--- config.mk ---
export PLATFORM = sky130hd
export DESIGN_NAME = tube_voltage_envelope_monitor
export DESIGN_NICKNAME = d
export VERILOG_FILES = /design/src/rtl/core/tvem_pkg.sv /design/src/rtl/core/tube_voltage_envelope_monitor.sv /design/src/rtl/core/tvem_front.sv /design/src/rtl/core/tvem_queue.sv /design/src/rtl/core/tvem_div.sv /design/src/rtl/core/tvem_back.sv
export VERILOG_INCLUDE_DIRS = /design/src /design/src/rtl/core
export SDC_FILE = /design/constraint.sdc
export NUM_CORES = 2
export LEC_CHECK = 0
export BUFFER_PORTS_ARGS = -buffer_cell sky130_fd_sc_hd__buf_2
export CAP_MARGIN = 5
export CELL_PAD_IN_SITES_DETAIL_PLACEMENT = 0
export CELL_PAD_IN_SITES_GLOBAL_PLACEMENT = 2
export CORE_MARGIN = 3
export CORE_UTILIZATION = 40
export CTS_BUF_LIST = sky130_fd_sc_hd__clkbuf_4 sky130_fd_sc_hd__clkbuf_8
export DETAILED_ROUTE_END_ITERATION = 10
export PLACE_DENSITY_LB_ADDON = 0.1
export SETUP_SLACK_MARGIN = 0.4
export SLEW_MARGIN = 30
export SYNTH_ARGS = -nofsm -noshare
export SYNTH_HDL_FRONTEND = slang
export SYNTH_SLANG_ARGS = --single-unit
export TNS_END_PERCENT = 20
--- constraint.sdc ---
create_clock -name clk -period 8.9 [get_ports clk]
set_clock_uncertainty 0.15 [all_clocks]
set_input_delay 0.445 -clock clk [delete_from_list [all_inputs] [get_ports clk]]
set_output_delay 0.445 -clock clk [all_outputs]
set_load 0.005 [all_outputs]
--- src/rtl/core/assert_macros.svh ---
// Assertion helpers used by the top-level RTL file.
`ifndef ASSERT_MACROS_SVH
`define ASSERT_MACROS_SVH

// The consequent must hold in the same cycle as the antecedent.
`define ASSERT_IMPLY(label, clk, rst, ante, cons, msg) \
  label: assert property (@(posedge clk) disable iff (rst) (ante) |-> (cons)) \
    else $error(msg);

// The condition must hold at every clock edge outside reset.
`define ASSERT_ALWAYS(label, clk, rst, cond, msg) \
  label: assert property (@(posedge clk) disable iff (rst) (cond)) else $error(msg);

`endif

--- src/rtl/core/tvem_pkg.sv ---
package tvem_pkg;

  // Field widths.
  localparam int unsigned SampleW = 10;
  localparam int unsigned SupplyW = 16;
  localparam int unsigned TubeW = 14;
  localparam int unsigned DivMvW = 12;

  // Arithmetic constants.
  localparam logic [SampleW-1:0] SampleFull = 10'd1023;
  localparam int unsigned DividendW = 24;
  localparam logic [DividendW-1:0] SupplyNumerator = 24'd1126400;
  localparam int unsigned ScaleShift = 10;
  localparam logic [12:0] TubeRatioNum = 13'd5022;
  localparam logic [TubeW-1:0] TubeMax = 14'd14940;

  // Reciprocal for the divide by 22: exact for every dividend below 2^16.
  localparam int unsigned ScaleRecipW = 16;
  localparam logic [ScaleRecipW-1:0] ScaleRecip = 16'd47663;
  localparam int unsigned ScaleRecipShift = 20;

  // Reciprocal for the divide by 1000: exact for every dividend up to 14940450.
  localparam int unsigned TubeRecipW = 24;
  localparam logic [TubeRecipW-1:0] TubeRecip = 24'd8589935;
  localparam int unsigned TubeRecipShift = 33;

  // Iterative divider: one quotient bit per cycle.
  localparam int unsigned DivSteps = DividendW;
  localparam int unsigned DivCntW = $clog2(DivSteps);

  // Request queue between front and back.
  localparam int unsigned QDepth = 2;
  localparam int unsigned QPtrW = $clog2(QDepth);
  localparam int unsigned QCntW = $clog2(QDepth + 1);

  // One window-end request: midpoint of the window and the band-gap reading.
  typedef struct packed {
    logic [SampleW-1:0] mid;
    logic [SampleW-1:0] bandgap;
  } req_t;

  // Divider request and response.
  typedef struct packed {
    logic                 start;
    logic [DividendW-1:0] dividend;
    logic [SampleW-1:0]   divisor;
  } div_req_t;

  typedef struct packed {
    logic                 busy;
    logic                 done;
    logic [DividendW-1:0] quotient;
  } div_rsp_t;

  // Back-end sequencer states.
  typedef enum logic [2:0] {
    ST_IDLE,
    ST_SUPPLY,
    ST_SCALE,
    ST_DIV22,
    ST_TUBE,
    ST_DIV1000,
    ST_EMIT
  } back_state_t;

endpackage

--- src/rtl/core/tube_voltage_envelope_monitor.sv ---
// Flow: an accepted window-end request passes through the queue, the 24-step one-bit-per-cycle
// supply division, and five register stages for the scaling, the two reciprocal divisions and
// the output register. Throughput: requests are taken one per cycle while the queue has room;
// the back end works on one window end at a time and pops the next only once idle, so input
// stalls only while the two-entry queue is full.
// Reset: synchronous active-high rst empties the queue, idles the sequencer and
// restores the window to minimum 1023 and maximum 0.
`include "assert_macros.svh"

module tube_voltage_envelope_monitor (
  input  logic                          clk,
  input  logic                          rst,
  input  logic                          in_valid,
  output logic                          in_ready,
  input  logic [tvem_pkg::SampleW-1:0]  sample,
  input  logic                          window_end,
  input  logic [tvem_pkg::SampleW-1:0]  bandgap_reading,
  output logic                          out_valid,
  input  logic                          out_ready,
  output logic [tvem_pkg::SupplyW-1:0]  supply_mv,
  output logic [tvem_pkg::TubeW-1:0]    tube_volts
);

  logic           push;
  logic           pop;
  logic           q_valid;
  logic           q_full;
  tvem_pkg::req_t push_req;
  tvem_pkg::req_t pop_req;

  // Front end: window tracking and window-end detection.
  tvem_front u_front (
    .clk             (clk),
    .rst             (rst),
    .in_valid        (in_valid),
    .in_ready        (in_ready),
    .sample          (sample),
    .window_end      (window_end),
    .bandgap_reading (bandgap_reading),
    .q_full          (q_full),
    .push            (push),
    .push_req        (push_req)
  );

  // Queue of pending window-end requests.
  tvem_queue u_queue (
    .clk      (clk),
    .rst      (rst),
    .push     (push),
    .push_req (push_req),
    .pop      (pop),
    .q_valid  (q_valid),
    .q_full   (q_full),
    .pop_req  (pop_req)
  );

  // Back end: supply and tube voltage arithmetic.
  tvem_back u_back (
    .clk        (clk),
    .rst        (rst),
    .q_valid    (q_valid),
    .pop_req    (pop_req),
    .pop        (pop),
    .out_valid  (out_valid),
    .out_ready  (out_ready),
    .supply_mv  (supply_mv),
    .tube_volts (tube_volts)
  );

  // A window end is never written into a full queue.
  `ASSERT_IMPLY(a_no_push_full, clk, rst, push, !q_full, "push into full queue")
  // The back end only pops an occupied queue.
  `ASSERT_IMPLY(a_no_pop_empty, clk, rst, pop, q_valid, "pop from empty queue")
  // A delivered tube voltage stays within the reachable range.
  `ASSERT_IMPLY(a_tube_range, clk, rst, out_valid, tube_volts <= tvem_pkg::TubeMax, "tube range")

endmodule

--- src/rtl/core/tvem_front.sv ---
module tvem_front (
  input  logic                           clk,
  input  logic                           rst,
  input  logic                           in_valid,
  output logic                           in_ready,
  input  logic [tvem_pkg::SampleW-1:0]   sample,
  input  logic                           window_end,
  input  logic [tvem_pkg::SampleW-1:0]   bandgap_reading,
  input  logic                           q_full,
  output logic                           push,
  output tvem_pkg::req_t                 push_req
);

  logic [tvem_pkg::SampleW-1:0] window_min;
  logic [tvem_pkg::SampleW-1:0] window_max;
  logic [tvem_pkg::SampleW-1:0] min_next;
  logic [tvem_pkg::SampleW-1:0] max_next;
  logic [tvem_pkg::SampleW:0]   mid_sum;
  logic                         accept;

  // The front takes requests as long as the queue has room.
  assign in_ready = !q_full;
  assign accept = in_valid && in_ready;

  // Fold the sample into the window first.
  always_comb begin
    min_next = (sample < window_min) ? sample : window_min;
    max_next = (sample > window_max) ? sample : window_max;
    mid_sum = {1'b0, min_next} + {1'b0, max_next};
  end

  // A window end hands the midpoint and band-gap reading to the back end.
  assign push = accept && window_end;
  assign push_req.mid = mid_sum[tvem_pkg::SampleW:1];
  assign push_req.bandgap = bandgap_reading;

  // Window registers restart after each window end.
  always_ff @(posedge clk) begin
    if (rst) begin
      window_min <= tvem_pkg::SampleFull;
      window_max <= '0;
    end else if (accept) begin
      if (window_end) begin
        window_min <= tvem_pkg::SampleFull;
        window_max <= '0;
      end else begin
        window_min <= min_next;
        window_max <= max_next;
      end
    end
  end

endmodule

--- src/rtl/core/tvem_queue.sv ---
module tvem_queue (
  input  logic           clk,
  input  logic           rst,
  input  logic           push,
  input  tvem_pkg::req_t push_req,
  input  logic           pop,
  output logic           q_valid,
  output logic           q_full,
  output tvem_pkg::req_t pop_req
);

  tvem_pkg::req_t               entries [tvem_pkg::QDepth];
  logic [tvem_pkg::QPtrW-1:0]   wr_ptr;
  logic [tvem_pkg::QPtrW-1:0]   rd_ptr;
  logic [tvem_pkg::QCntW-1:0]   count;

  assign q_valid = (count != '0);
  assign q_full = (count == tvem_pkg::QCntW'(tvem_pkg::QDepth));
  assign pop_req = entries[rd_ptr];

  // Pointer wrap at the queue depth.
  function automatic logic [tvem_pkg::QPtrW-1:0] ptr_inc(input logic [tvem_pkg::QPtrW-1:0] p);
    ptr_inc = (p == tvem_pkg::QPtrW'(tvem_pkg::QDepth - 1)) ? '0 : p + 1'b1;
  endfunction

  // Entry storage.
  always_ff @(posedge clk) begin
    if (push) begin
      entries[wr_ptr] <= push_req;
    end
  end

  // Pointers and fill count.
  always_ff @(posedge clk) begin
    if (rst) begin
      wr_ptr <= '0;
      rd_ptr <= '0;
      count <= '0;
    end else begin
      if (push) begin
        wr_ptr <= ptr_inc(wr_ptr);
      end
      if (pop) begin
        rd_ptr <= ptr_inc(rd_ptr);
      end
      if (push && !pop) begin
        count <= count + 1'b1;
      end else if (pop && !push) begin
        count <= count - 1'b1;
      end
    end
  end

endmodule

--- src/rtl/core/tvem_div.sv ---
module tvem_div (
  input  logic                clk,
  input  logic                rst,
  input  tvem_pkg::div_req_t  div_req,
  output tvem_pkg::div_rsp_t  div_rsp
);

  logic                            busy;
  logic                            done;
  logic [tvem_pkg::DivCntW-1:0]    cnt;
  logic [tvem_pkg::SampleW-1:0]    divisor;
  logic [tvem_pkg::SampleW-1:0]    rem;
  logic [tvem_pkg::DividendW-1:0]  quo;
  logic [tvem_pkg::SampleW:0]      shifted;
  logic [tvem_pkg::SampleW:0]      diff;
  logic                            take;

  assign div_rsp.busy = busy;
  assign div_rsp.done = done;
  assign div_rsp.quotient = quo;

  // One restoring step: shift in the next dividend bit and try to subtract.
  always_comb begin
    shifted = {rem, quo[tvem_pkg::DividendW-1]};
    diff = shifted - {1'b0, divisor};
    take = (shifted >= {1'b0, divisor});
  end

  // Datapath: quo holds the remaining dividend bits above the quotient bits.
  always_ff @(posedge clk) begin
    if (div_req.start && !busy) begin
      quo <= div_req.dividend;
      rem <= '0;
      divisor <= div_req.divisor;
    end else if (busy) begin
      rem <= take ? diff[tvem_pkg::SampleW-1:0] : shifted[tvem_pkg::SampleW-1:0];
      quo <= {quo[tvem_pkg::DividendW-2:0], take};
    end
  end

  // Step counter and completion pulse.
  always_ff @(posedge clk) begin
    if (rst) begin
      busy <= 1'b0;
      done <= 1'b0;
      cnt <= '0;
    end else begin
      done <= 1'b0;
      if (div_req.start && !busy) begin
        busy <= 1'b1;
        cnt <= '0;
      end else if (busy) begin
        if (cnt == tvem_pkg::DivCntW'(tvem_pkg::DivSteps - 1)) begin
          busy <= 1'b0;
          done <= 1'b1;
        end else begin
          cnt <= cnt + 1'b1;
        end
      end
    end
  end

endmodule

--- src/rtl/core/tvem_back.sv ---
module tvem_back (
  input  logic                          clk,
  input  logic                          rst,
  input  logic                          q_valid,
  input  tvem_pkg::req_t                pop_req,
  output logic                          pop,
  output logic                          out_valid,
  input  logic                          out_ready,
  output logic [tvem_pkg::SupplyW-1:0]  supply_mv,
  output logic [tvem_pkg::TubeW-1:0]    tube_volts
);

  localparam int unsigned ScaleProdW = tvem_pkg::SampleW + tvem_pkg::SupplyW;
  localparam int unsigned TubeProdW = 13 + tvem_pkg::DivMvW;
  localparam int unsigned Div22ProdW = tvem_pkg::SupplyW + tvem_pkg::ScaleRecipW;
  localparam int unsigned Div1000ProdW = tvem_pkg::DividendW + tvem_pkg::TubeRecipW;

  tvem_pkg::back_state_t          state;
  tvem_pkg::back_state_t          state_next;
  tvem_pkg::div_req_t             div_req;
  tvem_pkg::div_rsp_t             div_rsp;
  logic [tvem_pkg::SampleW-1:0]   mid;
  logic [tvem_pkg::SupplyW-1:0]   supply;
  logic [tvem_pkg::SupplyW-1:0]   supply_sat;
  logic [ScaleProdW-1:0]          scale_prod;
  logic [tvem_pkg::SupplyW-1:0]   scaled;
  logic [Div22ProdW-1:0]          div22_prod;
  logic [tvem_pkg::DivMvW-1:0]    div_mv;
  logic [TubeProdW-1:0]           tube_prod;
  logic [tvem_pkg::DividendW-1:0] tube_scaled;
  logic [Div1000ProdW-1:0]        div1000_prod;
  logic [tvem_pkg::TubeW-1:0]     tube;
  logic                           emit;

  tvem_div u_div (
    .clk     (clk),
    .rst     (rst),
    .div_req (div_req),
    .div_rsp (div_rsp)
  );

  // Saturate the supply quotient to 16 bits; a zero divisor yields all ones.
  assign supply_sat = (div_rsp.quotient[tvem_pkg::DividendW-1:tvem_pkg::SupplyW] != '0) ?
                      '1 : div_rsp.quotient[tvem_pkg::SupplyW-1:0];

  // One multiply per stage; the divides by constants are reciprocal multiplications.
  assign scale_prod = {{tvem_pkg::SupplyW{1'b0}}, mid} * {{tvem_pkg::SampleW{1'b0}}, supply};
  assign div22_prod = {{tvem_pkg::ScaleRecipW{1'b0}}, scaled} *
                      {{tvem_pkg::SupplyW{1'b0}}, tvem_pkg::ScaleRecip};
  assign tube_prod = {{tvem_pkg::DivMvW{1'b0}}, tvem_pkg::TubeRatioNum} * {13'd0, div_mv};
  assign div1000_prod = {{tvem_pkg::TubeRecipW{1'b0}}, tube_scaled} *
                        {{tvem_pkg::DividendW{1'b0}}, tvem_pkg::TubeRecip};

  // Sequencer: supply divide, scale, divide by 22, tube scale, divide by 1000, emit.
  always_comb begin
    state_next = state;
    pop = 1'b0;
    emit = 1'b0;
    div_req.start = 1'b0;
    div_req.dividend = '0;
    div_req.divisor = '0;
    case (state)
      tvem_pkg::ST_IDLE: begin
        if (q_valid) begin
          pop = 1'b1;
          div_req.start = 1'b1;
          div_req.dividend = tvem_pkg::SupplyNumerator;
          div_req.divisor = pop_req.bandgap;
          state_next = tvem_pkg::ST_SUPPLY;
        end
      end
      tvem_pkg::ST_SUPPLY: begin
        if (div_rsp.done) begin
          state_next = tvem_pkg::ST_SCALE;
        end
      end
      tvem_pkg::ST_SCALE: begin
        state_next = tvem_pkg::ST_DIV22;
      end
      tvem_pkg::ST_DIV22: begin
        state_next = tvem_pkg::ST_TUBE;
      end
      tvem_pkg::ST_TUBE: begin
        state_next = tvem_pkg::ST_DIV1000;
      end
      tvem_pkg::ST_DIV1000: begin
        state_next = tvem_pkg::ST_EMIT;
      end
      tvem_pkg::ST_EMIT: begin
        if (!out_valid || out_ready) begin
          emit = 1'b1;
          state_next = tvem_pkg::ST_IDLE;
        end
      end
      default: begin
        state_next = tvem_pkg::ST_IDLE;
      end
    endcase
  end

  always_ff @(posedge clk) begin
    if (rst) begin
      state <= tvem_pkg::ST_IDLE;
    end else begin
      state <= state_next;
    end
  end

  // Working registers for the request in progress.
  always_ff @(posedge clk) begin
    if (pop) begin
      mid <= pop_req.mid;
    end
    if (state == tvem_pkg::ST_SUPPLY && div_rsp.done) begin
      supply <= supply_sat;
    end
    if (state == tvem_pkg::ST_SCALE) begin
      scaled <= scale_prod[ScaleProdW-1:tvem_pkg::ScaleShift];
    end
    if (state == tvem_pkg::ST_DIV22) begin
      div_mv <= div22_prod[tvem_pkg::ScaleRecipShift +: tvem_pkg::DivMvW];
    end
    if (state == tvem_pkg::ST_TUBE) begin
      tube_scaled <= tube_prod[tvem_pkg::DividendW-1:0];
    end
    if (state == tvem_pkg::ST_DIV1000) begin
      tube <= div1000_prod[tvem_pkg::TubeRecipShift +: tvem_pkg::TubeW];
    end
  end

  // Output register: holds a result until it is taken.
  always_ff @(posedge clk) begin
    if (rst) begin
      out_valid <= 1'b0;
    end else if (emit) begin
      out_valid <= 1'b1;
    end else if (out_ready) begin
      out_valid <= 1'b0;
    end
  end

  always_ff @(posedge clk) begin
    if (emit) begin
      supply_mv <= supply;
      tube_volts <= tube;
    end
  end

endmodule
==> metrics.txt <==
Async SR Flop Fraction=0; Fin Hold WS=0.0952 ns; measured slew at the worst slew-check pin=0.870 ns; Buf/Inv on CP=4; Synth Flop Type=edfxtp_1; initial antenna violation count=1; slowest CP cell=fa_1; Synth warnings=0; Synth area leader=fa_1; largest net degree at the start of global routing=31; crit-path most repeated cell=fa_1; Vias=roughly 19000; Worst path max stage delay=0.65 ns; CP arrival=slightly above 7 ns; Critical Path End Type=register; sequential element share of the synthesized area=0.227; clock-pin slew on the worst setup and hold paths=roughly 0.06 ns; Max Root-Sink Buffers=3; first-iteration detailed-routing DRC count=747; dominant cells by area after synthesis=fa_1 27%, ha_1 23%, edfxtp_1 20%; Total GRT Usage=0.177; GRT overflow=0; Yosys top cell area share=0.274; Setup Crit Path Kind=register to register; Post-CTS Setup Bufs=0; Layout Utilization=0.440; Final min period=7.04 ns; status=complete, no violations; crit-path cells=fa_1, inv_1, fa_1, inv_1, fa_1, fa_1, fa_1, inv_1, fa_1, inv_1, fa_1, ha_1, and3_1, and4_1, o2111ai_1, o21ai_1, o211ai_1, a211oi_1, o211ai_1, nand2b_1, a21oi_1, xnor2_1; WL/cell=17.0 µm; share of layout cells above drive strength 1=0.0692; Synth Cell Area=~30000 µm²; unrepaired setup endpoints after global routing=no; Setup Viol. Count Final=0; CTS resizes=0; cts bufs inserted=46; I/O Pins=57; delay-heaviest family, CP=adder cells; Antenna Nets Post-Route=0; Die H=279 µm; syn_nets=3789; Reg-to-Reg Start=u_back.tube_scaled[21]$_DFFE_PN_; HP Class=input port to register; number of global-route vias before repair=20568; CTS tree=done; final wirelength=66100 µm; num rows=99; Pre-antenna DRT Iters=5; most frequent cells in the layout=687 x inv_1, 553 x ha_1, 409 x fa_1, 195 x edfxtp_1, 141 x nand2_1; worst hold start=window_end; first-pass GRT wire length=109000 µm; final-report hold violation count=0; Worst Path Max Fanout=8; setup TNS=0 ns; Seq cells post-synth=241; Syn-to-layout area delta=8.27%; post-route cell area=32300 µm²; most common cell after layout, fill and taps aside=inv_1; full die area=78000 µm²; CP Launch Type=register; Core ar.=73500 µm²; crit share post-route=0.791; Sinks on Clock Net=241; Initial Utilization=0.407; MaxCap Viol Count=0; post-synthesis area per instance=10.7 µm²; Mapped Cells=2802; # DRC=0; Cell variety after synth=66; crit path launch=u_back.tube_scaled[21]$_DFFE_PN_; Post-DP HPWL=about 54000 µm; Req. time, crit path=around 9 ns; max-slew violation count=0; max_slew headroom=0.418; Die Width=roughly 280 µm; dpl cell area=31300 µm²; Root Driver=clkbuf_8; vias per cell=4.82; CTS H-tree depth=2; top achievable clock speed=142 MHz; EDFF count, synth=195; GP Congestion=0.864; Clk Latency, worst-skew pair=0.63 ns; final net count=3870; I/O Buffers=56; count of hold-fix buffers inserted at cts=13
==> cells in the mapped netlist (all sizes together), types with 26 or more instances <==
cell and instances:
fa 409, xnor2 47, inv 689, edfxtp 195, nor2 100, and2 74
nand2 141, xor2 29, clkbuf 44, or2 26, dfxtp 46, a21o 34
o21ai 66, ha 553, nor2b 35, a21oi 69
==> cell type report <==
type	instances	area, µm²
fillers	7023	41100
multi-input cells	1827	20400
flip-flops and latches	241	6780
inverters	689	2590
well taps	959	1200
clock buffers	54	712
repair buffers	78	478
clock inverters	31	214
diodes	3	7.51
==> worst register-to-register path: stages (launching register included) <==
cell and delay [ns]:
edfxtp_1 0.55, fa_1 0.66, inv_1 0.07, fa_1 0.49, inv_1 0.05, fa_1 0.50, fa_1 0.44, fa_1 0.50
inv_1 0.06, fa_1 0.47, inv_1 0.05, fa_1 0.43, ha_1 0.32, and3_1 0.20, and4_1 0.22, o2111ai_1 0.13
o21ai_1 0.25, o211ai_1 0.20, a211oi_1 0.51, o211ai_1 0.23, nand2b_1 0.15, a21oi_1 0.09, xnor2_1 0.13
==> registers in the layout, indices dropped and copies added (netlist names), 12 cells and up, named ones only <==
name and flops:
u_queue.entries 40, u_back.u_div.quo 24, u_back.tube_scaled 23, u_back.scaled 16, u_back.supply 16, u_back.supply_mv 16
u_back.tube 14, u_back.tube_volts 14, u_back.div_mv 12
==> metrics by stage <==
stage / setup WS (ns) / std cells
after floorplan: 2.52 / 2802
after global placement: 1.87 / 3781
after detailed placement: 1.79 / 3781
after CTS: 1.83 / 3879
after global routing: 1.53 / 3881
final: 1.86 / 3882
==> final timing paths <==
kind	slack, ns	endpoint	depth (start not counted)
max	1.86	u_back.tube[12]$_DFFE_PN_	22
min	0.1	u_queue.wr_ptr$_SDFFE_PP0P_	4
max reg2reg	1.86	u_back.tube[12]$_DFFE_PN_	22
min reg2reg	0.27	u_back.tube_volts[4]$_DFFE_PP_	0
==> kinds of logic (layout without fill, tap and decap cells) <==
group                      after synthesis  count (layout)  synth area share
AOI/OAI and AO/OA                      269             269            0.0586
xor gates and xnor gates                76              76            0.0223
adders and majority gates              962             962             0.506
buffers and inverters                  734             852            0.0922
DFF                                    241             241             0.227
muxes                                   41              41            0.0148
other                                    0               3                 0
and+or+nand+nor                        479             479            0.0794
==> per-layer routing <==
| layer | global-route usage | part of all wire |
|---|---|---|
| met1 | 0.245 | 0.48 |
| met2 | 0.298 | 0.47 |
| met3 | 0.0222 | 0.027 |
| met4 | 0.0389 | 0.019 |
| met5 | 0 | 0 |
Power is not shown: default switching activity piles up to over one toggle a cycle in this logic, so the estimate is an artifact.
